`src/hdl/websocket_frame_receiver_assert.svh`:
```
// Assertion macros shared by the receiver RTL.
`ifndef WEBSOCKET_FRAME_RECEIVER_ASSERT_SVH
`define WEBSOCKET_FRAME_RECEIVER_ASSERT_SVH

// Same-cycle implication, checked outside reset.
`define WSFR_ASSERT_NOW(lbl, ante, cons, msg) \
    lbl: assert property (@(posedge clk) disable iff (!rst_n) (ante) |-> (cons)) \
        else $error(msg);

// Next-cycle implication, checked outside reset.
`define WSFR_ASSERT_NEXT(lbl, ante, cons, msg) \
    lbl: assert property (@(posedge clk) disable iff (!rst_n) (ante) |=> (cons)) \
        else $error(msg);

`endif

```
`src/hdl/wsfr_pkg.sv`:
```
package wsfr_pkg;

    localparam int BYTE_W              = 8;
    localparam int LIMIT_W             = 24;
    localparam int LENGTH_BITS_DEFAULT = 64;
    localparam int COUNT_W             = 4;

    typedef logic [BYTE_W-1:0]  byte_t;
    typedef logic [LIMIT_W-1:0] limit_t;
    typedef logic [COUNT_W-1:0] count_t;

    localparam limit_t LIMIT_RESET    = 24'd1000000;
    localparam logic [3:0] OPCODE_BINARY = 4'h2;
    localparam logic [6:0] LEN_CODE_EXT16 = 7'd126;
    localparam logic [6:0] LEN_CODE_EXT64 = 7'd127;
    localparam count_t EXT16_BYTES    = 4'd2;
    localparam count_t EXT64_BYTES    = 4'd8;
    localparam count_t MASK_KEY_BYTES = 4'd4;

endpackage

```
`src/hdl/wsfr_stream_if.sv`:
```
interface wsfr_in_if;
    import wsfr_pkg::*;

    logic  valid;
    logic  ready;
    byte_t rx_byte;

    modport source (output valid, output rx_byte, input ready);
    modport sink   (input valid, input rx_byte, output ready);
endinterface

interface wsfr_out_if;
    import wsfr_pkg::*;

    logic  valid;
    logic  ready;
    byte_t payload_byte;
    logic  last_in_frame;

    modport source (output valid, output payload_byte, output last_in_frame, input ready);
    modport sink   (input valid, input payload_byte, input last_in_frame, output ready);
endinterface

```
`src/hdl/websocket_frame_receiver.sv`:
```
// WebSocket receive-side deframer. Takes one stream byte per cycle on rx and
// follows the frame header (opcode, mask flag, 7-bit / 16-bit / 64-bit length,
// optional 4-byte mask key). Payload bytes of binary frames whose length is
// nonzero and below payload_limit leave on tx one word per byte, still masked as
// received, with last_in_frame on the final byte; all other payloads are
// counted off and dropped so the stream stays frame-aligned. Each payload byte
// passes through the header/length logic into a single result register;
// rx.ready falls only while that register holds a word the sink has not taken.
// Write payload_limit (cfg_we/cfg_wdata) only while the block is idle. Lengths
// keep their low LENGTH_BITS bits. No startup sequence after reset.
module websocket_frame_receiver #(
    parameter int LENGTH_BITS = wsfr_pkg::LENGTH_BITS_DEFAULT
) (
    input  logic             clk,
    input  logic             rst_n,
    wsfr_in_if.sink          rx,
    wsfr_out_if.source       tx,
    input  logic             cfg_we,
    input  wsfr_pkg::limit_t cfg_wdata
);
    import wsfr_pkg::*;

    localparam int CMP_W = (LENGTH_BITS > LIMIT_W) ? LENGTH_BITS : LIMIT_W;

    typedef logic [LENGTH_BITS-1:0] len_t;

    typedef enum logic [2:0] {
        PH_HDR0,
        PH_HDR1,
        PH_EXTLEN,
        PH_MASKKEY,
        PH_PAYLOAD
    } phase_t;

    phase_t     phase_reg, phase_next;
    logic [3:0] opcode_reg, opcode_next;
    logic       mask_reg, mask_next;
    count_t     count_reg, count_next;
    len_t       remaining_reg, remaining_next;
    logic       deliver_reg, deliver_next;
    limit_t     limit_reg, limit_next;
    logic       out_valid_reg, out_valid_next;
    byte_t      out_byte_reg, out_byte_next;
    logic       out_last_reg, out_last_next;

    logic       in_fire;
    logic       len_done;
    logic       start_payload;
    logic [6:0] len_code;

    assign rx.ready         = !out_valid_reg || tx.ready;
    assign in_fire          = rx.valid && rx.ready;
    assign tx.valid         = out_valid_reg;
    assign tx.payload_byte  = out_byte_reg;
    assign tx.last_in_frame = out_last_reg;
    assign len_code         = rx.rx_byte[6:0];

    always_comb
    begin
        phase_next     = phase_reg;
        opcode_next    = opcode_reg;
        mask_next      = mask_reg;
        count_next     = count_reg;
        remaining_next = remaining_reg;
        deliver_next   = deliver_reg;
        limit_next     = cfg_we ? cfg_wdata : limit_reg;
        out_valid_next = out_valid_reg && !tx.ready;
        out_byte_next  = out_byte_reg;
        out_last_next  = out_last_reg;
        len_done       = 1'b0;
        start_payload  = 1'b0;

        if (in_fire)
        begin
            unique case (phase_reg)
                PH_HDR1:
                begin
                    mask_next      = rx.rx_byte[7];
                    remaining_next = '0;
                    if (len_code == LEN_CODE_EXT16)
                    begin
                        count_next = EXT16_BYTES;
                        phase_next = PH_EXTLEN;
                    end
                    else if (len_code == LEN_CODE_EXT64)
                    begin
                        count_next = EXT64_BYTES;
                        phase_next = PH_EXTLEN;
                    end
                    else
                    begin
                        remaining_next = len_t'(len_code);
                        len_done       = 1'b1;
                    end
                end
                PH_EXTLEN:
                begin
                    // big-endian: older bytes shift up, overflow falls off the top
                    remaining_next = {remaining_reg[LENGTH_BITS-BYTE_W-1:0], rx.rx_byte};
                    count_next     = count_reg - 4'd1;
                    len_done       = (count_reg == 4'd1);
                end
                PH_MASKKEY:
                begin
                    count_next    = count_reg - 4'd1;
                    start_payload = (count_reg == 4'd1);
                end
                PH_PAYLOAD:
                begin
                    remaining_next = remaining_reg - len_t'(1);
                    if (remaining_reg == len_t'(1))
                        phase_next = PH_HDR0;
                    if (deliver_reg)
                    begin
                        out_valid_next = 1'b1;
                        out_byte_next  = rx.rx_byte;
                        out_last_next  = (remaining_reg == len_t'(1));
                    end
                end
                default:
                begin
                    opcode_next = rx.rx_byte[3:0];
                    phase_next  = PH_HDR1;
                end
            endcase

            if (len_done)
            begin
                if (mask_next)
                begin
                    count_next = MASK_KEY_BYTES;
                    phase_next = PH_MASKKEY;
                end
                else
                    start_payload = 1'b1;
            end

            if (start_payload)
            begin
                deliver_next = (opcode_reg == OPCODE_BINARY) &&
                               (remaining_next != '0) &&
                               (CMP_W'(remaining_next) < CMP_W'(limit_reg));
                phase_next   = (remaining_next == '0) ? PH_HDR0 : PH_PAYLOAD;
            end
        end
    end

    always_ff @(posedge clk or negedge rst_n)
    begin
        if (!rst_n)
        begin
            phase_reg     <= PH_HDR0;
            opcode_reg    <= '0;
            mask_reg      <= 1'b0;
            count_reg     <= '0;
            remaining_reg <= '0;
            deliver_reg   <= 1'b0;
            limit_reg     <= LIMIT_RESET;
            out_valid_reg <= 1'b0;
            out_byte_reg  <= '0;
            out_last_reg  <= 1'b0;
        end
        else
        begin
            phase_reg     <= phase_next;
            opcode_reg    <= opcode_next;
            mask_reg      <= mask_next;
            count_reg     <= count_next;
            remaining_reg <= remaining_next;
            deliver_reg   <= deliver_next;
            limit_reg     <= limit_next;
            out_valid_reg <= out_valid_next;
            out_byte_reg  <= out_byte_next;
            out_last_reg  <= out_last_next;
        end
    end

`include "websocket_frame_receiver_assert.svh"

    `WSFR_ASSERT_NEXT(a_deliver_word, in_fire && phase_reg == PH_PAYLOAD && deliver_reg, out_valid_reg, "delivered payload byte produced no word")
    `WSFR_ASSERT_NEXT(a_header_silent, in_fire && phase_reg != PH_PAYLOAD, !out_valid_reg, "header byte produced a word")
    `WSFR_ASSERT_NOW(a_payload_nonzero, phase_reg == PH_PAYLOAD, remaining_reg != '0, "payload phase with zero bytes left")
    `WSFR_ASSERT_NOW(a_count_nonzero, phase_reg == PH_EXTLEN || phase_reg == PH_MASKKEY, count_reg != '0, "header byte count ran out")

endmodule

```
`src/flat_wrapper.sv`:
```
// flat-port wrapper written by rule: the top's interface ports become plain ports
module websocket_frame_receiver_flat import wsfr_pkg::*;
#(
    parameter int LENGTH_BITS = wsfr_pkg::LENGTH_BITS_DEFAULT
)
  (clk, rst_n, cfg_we, cfg_wdata, rx_valid, rx_rx_byte, rx_ready, tx_valid, tx_payload_byte, tx_last_in_frame, tx_ready);
  wsfr_in_if rx_i ();
  wsfr_out_if tx_i ();
  input  logic clk;
  input  logic rst_n;
  input  logic cfg_we;
  input  wsfr_pkg::limit_t cfg_wdata;
  input wire logic [$bits(rx_i.valid)-1:0] rx_valid;
  input wire logic [$bits(rx_i.rx_byte)-1:0] rx_rx_byte;
  output wire logic [$bits(rx_i.ready)-1:0] rx_ready;
  output wire logic [$bits(tx_i.valid)-1:0] tx_valid;
  output wire logic [$bits(tx_i.payload_byte)-1:0] tx_payload_byte;
  output wire logic [$bits(tx_i.last_in_frame)-1:0] tx_last_in_frame;
  input wire logic [$bits(tx_i.ready)-1:0] tx_ready;
  assign rx_i.valid = rx_valid;
  assign rx_i.rx_byte = rx_rx_byte;
  assign rx_ready = rx_i.ready;
  assign tx_valid = tx_i.valid;
  assign tx_payload_byte = tx_i.payload_byte;
  assign tx_last_in_frame = tx_i.last_in_frame;
  assign tx_i.ready = tx_ready;
  websocket_frame_receiver #(.LENGTH_BITS(LENGTH_BITS)) u_core (.clk(clk), .rst_n(rst_n), .rx(rx_i), .tx(tx_i), .cfg_we(cfg_we), .cfg_wdata(cfg_wdata));
endmodule
```
`config.mk`:
```
export PLATFORM = sky130hd
export DESIGN_NAME = websocket_frame_receiver_flat
export DESIGN_NICKNAME = d
export VERILOG_FILES = /design/src/hdl/wsfr_pkg.sv /design/src/hdl/wsfr_stream_if.sv /design/src/hdl/websocket_frame_receiver.sv /design/src/flat_wrapper.sv
export VERILOG_INCLUDE_DIRS = /design/src /design/src/hdl
export SDC_FILE = /design/constraint.sdc
export NUM_CORES = 1
export LEC_CHECK = 0
export BUFFER_PORTS_ARGS = -buffer_cell sky130_fd_sc_hd__buf_2
export CAP_MARGIN = 20
export CELL_PAD_IN_SITES_DETAIL_PLACEMENT = 0
export CELL_PAD_IN_SITES_GLOBAL_PLACEMENT = 2
export CORE_MARGIN = 2
export CORE_UTILIZATION = 42
export CTS_BUF_LIST = sky130_fd_sc_hd__clkbuf_8
export CTS_CLUSTER_DIAMETER = 100
export CTS_CLUSTER_SIZE = 8
export DETAILED_ROUTE_END_ITERATION = 12
export PLACE_DENSITY = 0.95
export SYNTH_ARGS = -nofsm -noshare
export SYNTH_HDL_FRONTEND = slang
export SYNTH_SLANG_ARGS = --single-unit
export TNS_END_PERCENT = 5
```
`constraint.sdc`:
```
create_clock -name clk -period 6.3 [get_ports clk]
set_input_delay 1.26 -clock clk [delete_from_list [all_inputs] [get_ports clk]]
set_output_delay 1.26 -clock clk [all_outputs]
set_load 0.05 [all_outputs]
```
# == Word level (Yosys, flattened, before mapping) ==
# Index checks and enable logic that the tools add are counted.
# op_classes
n_eq_ne,9
muxes,30
n_reduce_logical,14
bitwise,1
magnitude_cmp,1
add_sub_neg,2
# ops
cell,n
64-bit one-hot mux with 3 select lines,1
64-bit 2-to-1 mux,2
64-bit by 1-bit == test with 1-bit output (second input constant),1
64-bit logical NOT,1
64-bit by 24-bit less-than comparator with 1-bit output,1
64-bit nonzero test,1
64-bit by 1-bit subtractor with 64-bit output (second input constant),1
3-bit 2-to-1 mux,7
4-bit 2-to-1 mux,4
7-bit == test (second input constant),2
1-bit 2-to-1 mux,12
3-bit one-hot mux with 3 select lines,1
4-bit one-hot mux with 2 select lines,1
7-bit 2-to-1 mux,1
3-bit by 2-bit == test with 1-bit output (second input constant),2
4-bit by 1-bit == test with 1-bit output (second input constant),1
4-bit by 2-bit == test with 1-bit output (second input constant),1
1-bit logical AND,4
2-bit AND reduction,2
4-bit OR reduction,1
4-bit by 1-bit subtractor with 4-bit output (second input constant),1
3-bit by 1-bit == test with 1-bit output (second input constant),1
3-bit == test (second input constant),1
3-bit AND reduction,1
other kinds (5),6
# word_totals
inputBits,37
out_inout_bits,11
regBits,111

# == Depth between registers and ports, before layout ==
# Gate-level depths: netlist of run 1.
# logic_depth
depth_word,8
depth_mapped,18

# == Least setup slack after synthesis of run 1 ==
# No wires, ideal clock.
# synth_path
path_type,input-to-reg
from,input rx_rx_byte[2]
to,register u_core.deliver_reg
path_stages,14
path_slack_ns,2.649
n_path_buf,0
arrival_time_ns,3.548
path_cell_list,and4_1 -> a311oi_1 -> nand2_1 -> a21oi_1 -> o21a_1 -> ha_1 -> a21oi_1 -> nor2b_1 -> o21ai_0 -> nand2b_1 -> a41oi_1 -> or4_1 -> a21oi_1 -> o41ai_2
# synth_between
elab_chain_cells,8
# synth_lines
item,line,rtl
from (decl),flat_wrapper.sv:14,input wire logic [$bits(rx_i.rx_byte)-1:0] rx_rx_byte;
branches (longest 8 deep; another with 64-bit by 24-bit less-than comparator with 1-bit output),--,
to (signal assigned),websocket_frame_receiver.sv:170,deliver_reg <= deliver_next;
to (decl),websocket_frame_receiver.sv:40,"logic deliver_reg, deliver_next;"
# Parallel ways; which one is timed is not known. The select of a mux whose other input is x is not followed.
# A chain may end at the register's enable or synchronous reset.

# == Worst setup path after layout of run 1 ==
# layout_path
from,register u_core.phase_reg[0]
to,register u_core.deliver_reg
# layout_between
elab_chain_cells,7
# layout_lines
item,line,rtl
from (decl),websocket_frame_receiver.sv:35,"phase_t phase_reg, phase_next;"
from (signal assigned),websocket_frame_receiver.sv:165,phase_reg <= phase_next;
branches (longest 7 deep; another with 64-bit by 24-bit less-than comparator with 1-bit output),--,
# Parallel ways; which one is timed is not known. The select of a mux whose other input is x is not followed.

==> results.toml, run 1 <==
[run_status]
status = "finished clean"

[setup_path]
rrSetupSlack_ns = 1.60
r2r-start = "u_core.phase_reg[0]"
r2r-end = "u_core.deliver_reg"
required_ns = 6.64
critPathLaunchType = "register"
worstSetupPathType = "reg -> reg"
r2r_cells = 11
worst-path-max-fanout = 32
arrival_ns = 5.04
end_kind = "register"

[hold_path]
worstHoldPathCells = 1
hold_end = "u_core.tx.payload_byte[6]"
min_path_type = "reg -> reg"
min-delay-start = "u_core.tx.payload_byte[6]"

[sta]
rsz0062_at_grt = "no"
slew_viol_final = 0
finalHoldViolations = 0
fin_skew_ns = 0.0209
setup_violations = 0
max-slew-margin-rel_pct = 23.8
setup_tns_ns = 0
fmax_mhz = 213
layout_setup_ws_ns = 1.60
timing.final.crit_share_pct = 74.6
worst_slew_pin_slew_ns = 1.14
finalCriticalPeriod_ns = 4.70
fin_hold_ws_ns = 0.520

[layout]
diodes = 0
utilization_pct = 45.5
drive_gt1_share_pct = 13.4
largest_reg_flops = 64
syn_to_final_growth_pct = 6.70
final_common_cell = "nand2_1"
final_cell_mix = "nand2_1 (174), o21ai_0 (111), dfrtp_1 (104)"
fillers = 2021
nets = 1134
stdcell_count = 1345

[power_and_ir_drop]
leakagePower_nw = 3.97
power_density_nw_per_um2 = 521
peakVddDrop_uv = 202

[cts]
clk_pin_slew_ns = 0.14
htreeDepth = 3
cts_buffers = 9
insertion_delay_ns = 0.43
ctsHoldBuffers = 0
cts-root-buf = "clkbuf_8"
clock-sinks = 111
ctsResizeCount = 0
cts_setup_buffers = 0
cts_tree = "done"
cts_buffer_depth = 2

[floorplan]
io_pins = 48
start_util_pct = 42.6
fp-row-count = 52
coreArea_um2 = 20100
die_h_um = 147
die-area_um2 = 21600
fp.dieW_um = 147

[yosys]
synth_compound_area_share_pct = 21.1
syn_inst = 1079
yosysSeqAreaShare_pct = 32.5
synth_cell_types = 85
synth_top_family_by_area = "simple AND/OR/NAND/NOR gates"
yosys.area_share.simple_pct = 30.3
syn_area_um2 = 8570
muxShareOfSynthArea_pct = 4.09
asyncSetResetFlopFracSynth_pct = 100
synth_enable_flop_cells = 0
synth_adder_area_share_pct = 4.76
synth-xor-area-share_pct = 1.43
syn_area_per_cell_um2 = 7.95
ys_ff_latch = 111
synth_flop_cell = "dfrtp_1"
synth_warnings = 0
syn_nets = 1143

[placed_design]
io_buffers = 47
dpl_worst_slack_ns = 1.74
finalWeightedCongestion = 0.963
dp.cells = 1329
dpl.hpwl_um = 22000

[route]
via_per_inst = 6.41
antenna_left = 0
drc_errors = 0
wire_per_inst_um = 22.6
drt-total-wl_um = 30500
drt_iter0_drc = 1242
num_vias = 8623
dr.pass1.iters = 6

[global_routing]
grt_pass1_wl_um = 48200
antenna_found_initial = 0
grt_usage_pct = 28.6
grt_max_degree = 64
grt_overflow_total = 0
grt_pass1_vias = 8095

[job]
drv_cap = 0
layout make-up:
type / instances / area, um^2 / share of cell area (%)
Clock buffer: 9 / 124 / 1.35
Timing Repair Buffer: 59 / 328 / 3.58
Clock inverter: 7 / 95.1 / 1.04
Sequential cell: 111 / 2790 / 30.5
Tap cell: 270 / 338 / 3.69
Multi-Input combinational cell: 842 / 5300 / 57.9
Inverter: 47 / 176 / 1.93
kinds of logic after synthesis:
family / after synthesis
muxes: 32
xor gates and xnor gates: 14
buffers and inverters: 126
adders and majority gates: 34
and+or+nand+nor: 483
AOI/OAI and AO/OA: 279
DFF: 111
cells in the mapped netlist (all sizes together), types with 4 or more instances:
cell,number,area (um^2)
nand2,175,657
o21ai,112,561
dfrtp,104,2600
nor2,67,251
clkbuf,58,218
nor3,49,283
inv,46,173
a21oi,43,215
nand3,32,170
nor4,31,283
ha,27,338
nand4,23,163
buf,21,105
mux2,21,240
or3,18,118
or4,14,109
nand2b,13,81.3
a22oi,12,90.1
mux2i,11,110
or2,11,68.8
a211oi,10,75.1
a221oi,9,78.8
a31oi,9,56.3
xor2,9,78.8
a22o,8,70.1
nand4b,8,70.1
o211ai,8,73.8
o22ai,8,50.1
dfstp,7,184
maj3,7,70.1
nor4b,7,67.6
a32oi,6,52.6
and3,6,37.5
o21a,6,45.0
o311a,6,60.1
o311ai,6,52.6
a311oi,5,43.8
and2,5,31.3
and4,5,43.8
nand3b,5,37.5
xnor2,5,43.8
a21boi,4,30.0
a21o,4,30.0
nor2b,4,25.0
o31ai,4,30.0
worst max-delay path by stage:
| stage | from | to | slack (ns) | cells past startpoint |
|---|---|---|---|---|
| after floorplan | rx_rx_byte[2] | u_core.deliver_reg | 2.65 | 14 |
| after global placement | u_core.phase_reg[0] | u_core.deliver_reg | 1.82 | 11 |
| after detailed placement | u_core.phase_reg[0] | u_core.deliver_reg | 1.74 | 11 |
| after CTS | u_core.phase_reg[0] | u_core.deliver_reg | 1.73 | 11 |
| after global routing | u_core.phase_reg[0] | u_core.deliver_reg | 1.23 | 11 |
| final | u_core.phase_reg[0] | u_core.deliver_reg | 1.60 | 11 |
worst max-delay path, stage by stage (launching register included):
cell and delay [ns]:
dfrtp_1 1.01, xnor2_1 0.51, o21ai_1 1.01, nor2_1 0.08, nor4_1 0.54, ha_1 0.35, a21o_1 0.18, a221oi_1 0.24
o21ai_0 0.18, nor2_1 0.10, o21ai_0 0.10, o41ai_2 0.30
through the flow:
stage	power, W	area (um^2)
6_report	0.00477	9150
5_1_grt	0.00508	9150
4_1_cts	0.00466	9150
3_5_place_dp	0.00418	8930
3_3_place_gp	0.00417	8930
2_1_floorplan	0.00325	8570
power by group:
group          total (W)  internal, W  switching [W]
Combinational    0.00296      0.00102        0.00194
Clock           0.000481     0.000163       0.000318
Sequential       0.00133     0.000890       0.000439
Total            0.00477      0.00207        0.00270
per-layer routing:
layer | vias to the layer above | share of wire [%] | global-route usage [%]
met3 | 77 | 9.7 | 7.48
met5 | - | 0 | 0
met2 | 468 | 42 | 41.1
li1 | 3931 | - | -
met4 | 0 | 3.4 | 10.2
met1 | 4147 | 44 | 41.5
No activity file was read; power rests on OpenSTA's default activity.
==> inputs of run 2 (changes only) <==
--- a/config.mk
+++ b/config.mk
@@ -6,17 +6,18 @@
 export SDC_FILE = /design/constraint.sdc
 export NUM_CORES = 1
 export LEC_CHECK = 0
+export ABC_AREA = 1
 export BUFFER_PORTS_ARGS = -buffer_cell sky130_fd_sc_hd__buf_2
 export CAP_MARGIN = 20
 export CELL_PAD_IN_SITES_DETAIL_PLACEMENT = 0
 export CELL_PAD_IN_SITES_GLOBAL_PLACEMENT = 2
 export CORE_MARGIN = 2
-export CORE_UTILIZATION = 42
+export CORE_UTILIZATION = 35
 export CTS_BUF_LIST = sky130_fd_sc_hd__clkbuf_8
 export CTS_CLUSTER_DIAMETER = 100
 export CTS_CLUSTER_SIZE = 8
 export DETAILED_ROUTE_END_ITERATION = 12
-export PLACE_DENSITY = 0.95
+export PLACE_DENSITY = 0.89
 export SYNTH_ARGS = -nofsm -noshare
 export SYNTH_HDL_FRONTEND = slang
 export SYNTH_SLANG_ARGS = --single-unit
==> constraint.sdc (replaced) <==
create_clock -name clk -period 4.6 [get_ports clk]
set_input_delay 0.92 -clock clk [delete_from_list [all_inputs] [get_ports clk]]
set_output_delay 0.92 -clock clk [all_outputs]
set_load 0.05 [all_outputs]
==> run 2 against run 1 <==
  * Critical path type unchanged
  * Flip-flop and latch count unchanged
  * Power increased by 67%
  * Maximum frequency grew 37%
  * Cell area grew 4.2%
  * Core utilization fell by 7.2 points
  * Combinational power is 85% higher
  * Synthesized cell count up 31%
  * Largest power group unchanged
  * Worst hold slack lost 0.019 ns
  * Sequential share of layout area is 1.2 points lower
  * Final cell count up 32%
==> results.toml, run 2 <==
[power_and_ir_drop]
power_density_nw_per_um2 = 833
leakagePower_nw = 4.96
peakVddDrop_uv = 304

[global_routing]
antenna_found_initial = 0
grt_overflow_total = 0
grt_pass1_wl_um = 47700
grt_pass1_vias = 8479
grt_usage_pct = 23.3
grt_max_degree = 97

[layout]
seq_area_um2 = 2790
syn_to_final_growth_pct = 8.38
nets = 1501
final_cell_mix = "nand2_1 (448), nor2_1 (206), inv_1 (188)"
fillers = 2738
multi_input_comb_area_um2 = 5050
stdcell_count = 1772
largest_reg_flops = 64
diodes = 0
drive_gt1_share_pct = 9.29
final_common_cell = "nand2_1"
utilization_pct = 38.3

[yosys]
syn_inst = 1409
synth_enable_flop_cells = 0
asyncSetResetFlopFracSynth_pct = 100
synth_warnings = 0
synth_most_common_cell = "nand2_1"
yosysTopAreaCellShare_pct = 29.6
synth_top_cells_by_area = "dfrtp_1 (30%), nand2_1 (19%), nor2_1 (8.8%)"
syn_area_per_cell_um2 = 6.24
ys_ff_latch = 111
syn_nets = 1473
yosysSeqAreaShare_pct = 31.7
synth_flop_cell = "dfrtp_1"
synth_cell_types = 46
syn_area_um2 = 8790
synth_commonest_cells = "nand2_1 (448), nor2_1 (206), inv_1 (188), o21ai_0 (118), nand3_1 (115)"
yosys.area.top_type = "dfrtp_1"

[cts]
ctsHoldBuffers = 0
clock-sinks = 111
cts_tree = "done"
clk_pin_slew_ns = 0.14
cts_buffer_depth = 2
ctsResizeCount = 0
cts_buffers = 9
htreeDepth = 3
cts_setup_buffers = 0
insertion_delay_ns = 0.42
cts-root-buf = "clkbuf_8"

[setup_path]
arrival_ns = 3.81
crit_family = "simple AND/OR/NAND/NOR gates"
crit_slowest_cell = "dfrtp_1"
worstSetupPathType = "reg -> reg"
crit_chain = "nor2_1, nand2_1, nor2_1, nand2_1, nor2_1, a21boi_0, nor2_1, inv_1, ha_1, nand4_1, nand4_1, a311oi_1, nand2_1, nor2_1, nand4_1, nand2_1"
max_stage_delay_ns = 0.50
cp_num_buf_inv = 1
critPathLaunchType = "register"
cp_common_cell = "nor2_1"
end_kind = "register"
worst-path-max-fanout = 6
required_ns = 4.97

[floorplan]
coreArea_um2 = 24900
fp.dieW_um = 162
die_h_um = 162
fp-row-count = 58
io_pins = 48
start_util_pct = 35.3
die-area_um2 = 26400

[route]
drt_iter0_drc = 729
num_vias = 9034
wire_per_inst_um = 16.8
antenna_left = 0
dr.pass1.iters = 7
drc_errors = 0
via_per_inst = 5.10
drt-total-wl_um = 29700

[placed_design]
dpl.hpwl_um = 22600
dpl_worst_slack_ns = 1.18
dp.cells = 1756
finalWeightedCongestion = 0.905
io_buffers = 47

[sta]
finalHoldViolations = 0
setup_violations = 0
fin_hold_ws_ns = 0.501
fin_skew_ns = 0.0200
layout_setup_ws_ns = 1.16
setup_tns_ns = 0
rsz0062_at_grt = "no"
finalCriticalPeriod_ns = 3.44
slew_viol_final = 0
timing.final.crit_share_pct = 74.8
max-slew-margin-rel_pct = 40.2
worst_slew_pin_slew_ns = 0.897
fmax_mhz = 291

[run_status]
status = "finished clean"

[hold_path]
min_path_type = "reg -> reg"

[job]
drv_cap = 0
[run 2: worst paths after layout]
check	startpoint	end	slack, ns	cells after the start
min	u_core.opcode_reg[3]	u_core.opcode_reg[3]	0.50	2
max	u_core.remaining_reg[12]	u_core.deliver_reg	1.16	16
min in group asynchronous	rst_n	u_core.remaining_reg[42]	0.58	1
max in group asynchronous	rst_n	u_core.limit_reg[6]	3.14	2
max reg2reg	u_core.remaining_reg[12]	u_core.deliver_reg	1.16	16
min reg2reg	u_core.opcode_reg[3]	u_core.opcode_reg[3]	0.50	2
[run 2: per-layer routing]
| layer | track usage [%] | wire length (um) | up-vias |
|---|---|---|---|
| met3 | 2.80 | 1240 | 36 |
| met5 | 0 | 0 | - |
| li1 | - | - | 4537 |
| met4 | 6.76 | 738 | 0 |
| met2 | 38.8 | 13800 | 236 |
| met1 | 31.7 | 14000 | 4225 |
[run 2: cell families after synthesis]
group           share of synthesized area (%)
compound gates                           11.9
fa+ha+maj                                3.84
buf+inv                                  10.8
flops                                    31.7
mux                                     0.242
simple gates                             41.5
[run 2: where the power goes]
group          switching (W)  total, W  internal (W)
clock               0.000444  0.000719      0.000275
sequential          0.000454   0.00175       0.00130
combinational        0.00394   0.00547       0.00153
[run 2: worst reg2reg max path, cell delays in order, from the launching register on]
cell and delay, ns:
dfrtp_1 0.50, nor2_1 0.25, nand2_1 0.12, nor2_1 0.12, nand2_1 0.12, nor2_1 0.43
a21boi_0 0.18, nor2_1 0.38, inv_1 0.09, ha_1 0.30, nand4_1 0.08, nand4_1 0.09
a311oi_1 0.41, nand2_1 0.10, nor2_1 0.09, nand4_1 0.09, nand2_1 0.07
[run 2: stage by stage]
stage          cell area (um^2)  total power (W)
2_1_floorplan              8790          0.00558
3_3_place_gp               9300          0.00720
3_5_place_dp               9300          0.00718
4_1_cts                    9530          0.00794
5_1_grt                    9530          0.00875
6_report                   9530          0.00794
[run 2: layout make-up]
| class | instances | share of cell area (%) |
|---|---|---|
| repair buffers | 57 | 3.28 |
| well taps | 330 | 4.33 |
| inverters | 194 | 7.67 |
| clock inverters | 7 | 1.16 |
| flip-flops and latches | 111 | 29.2 |
| multi-input cells | 1064 | 53.0 |
| clock buffers | 9 | 1.30 |
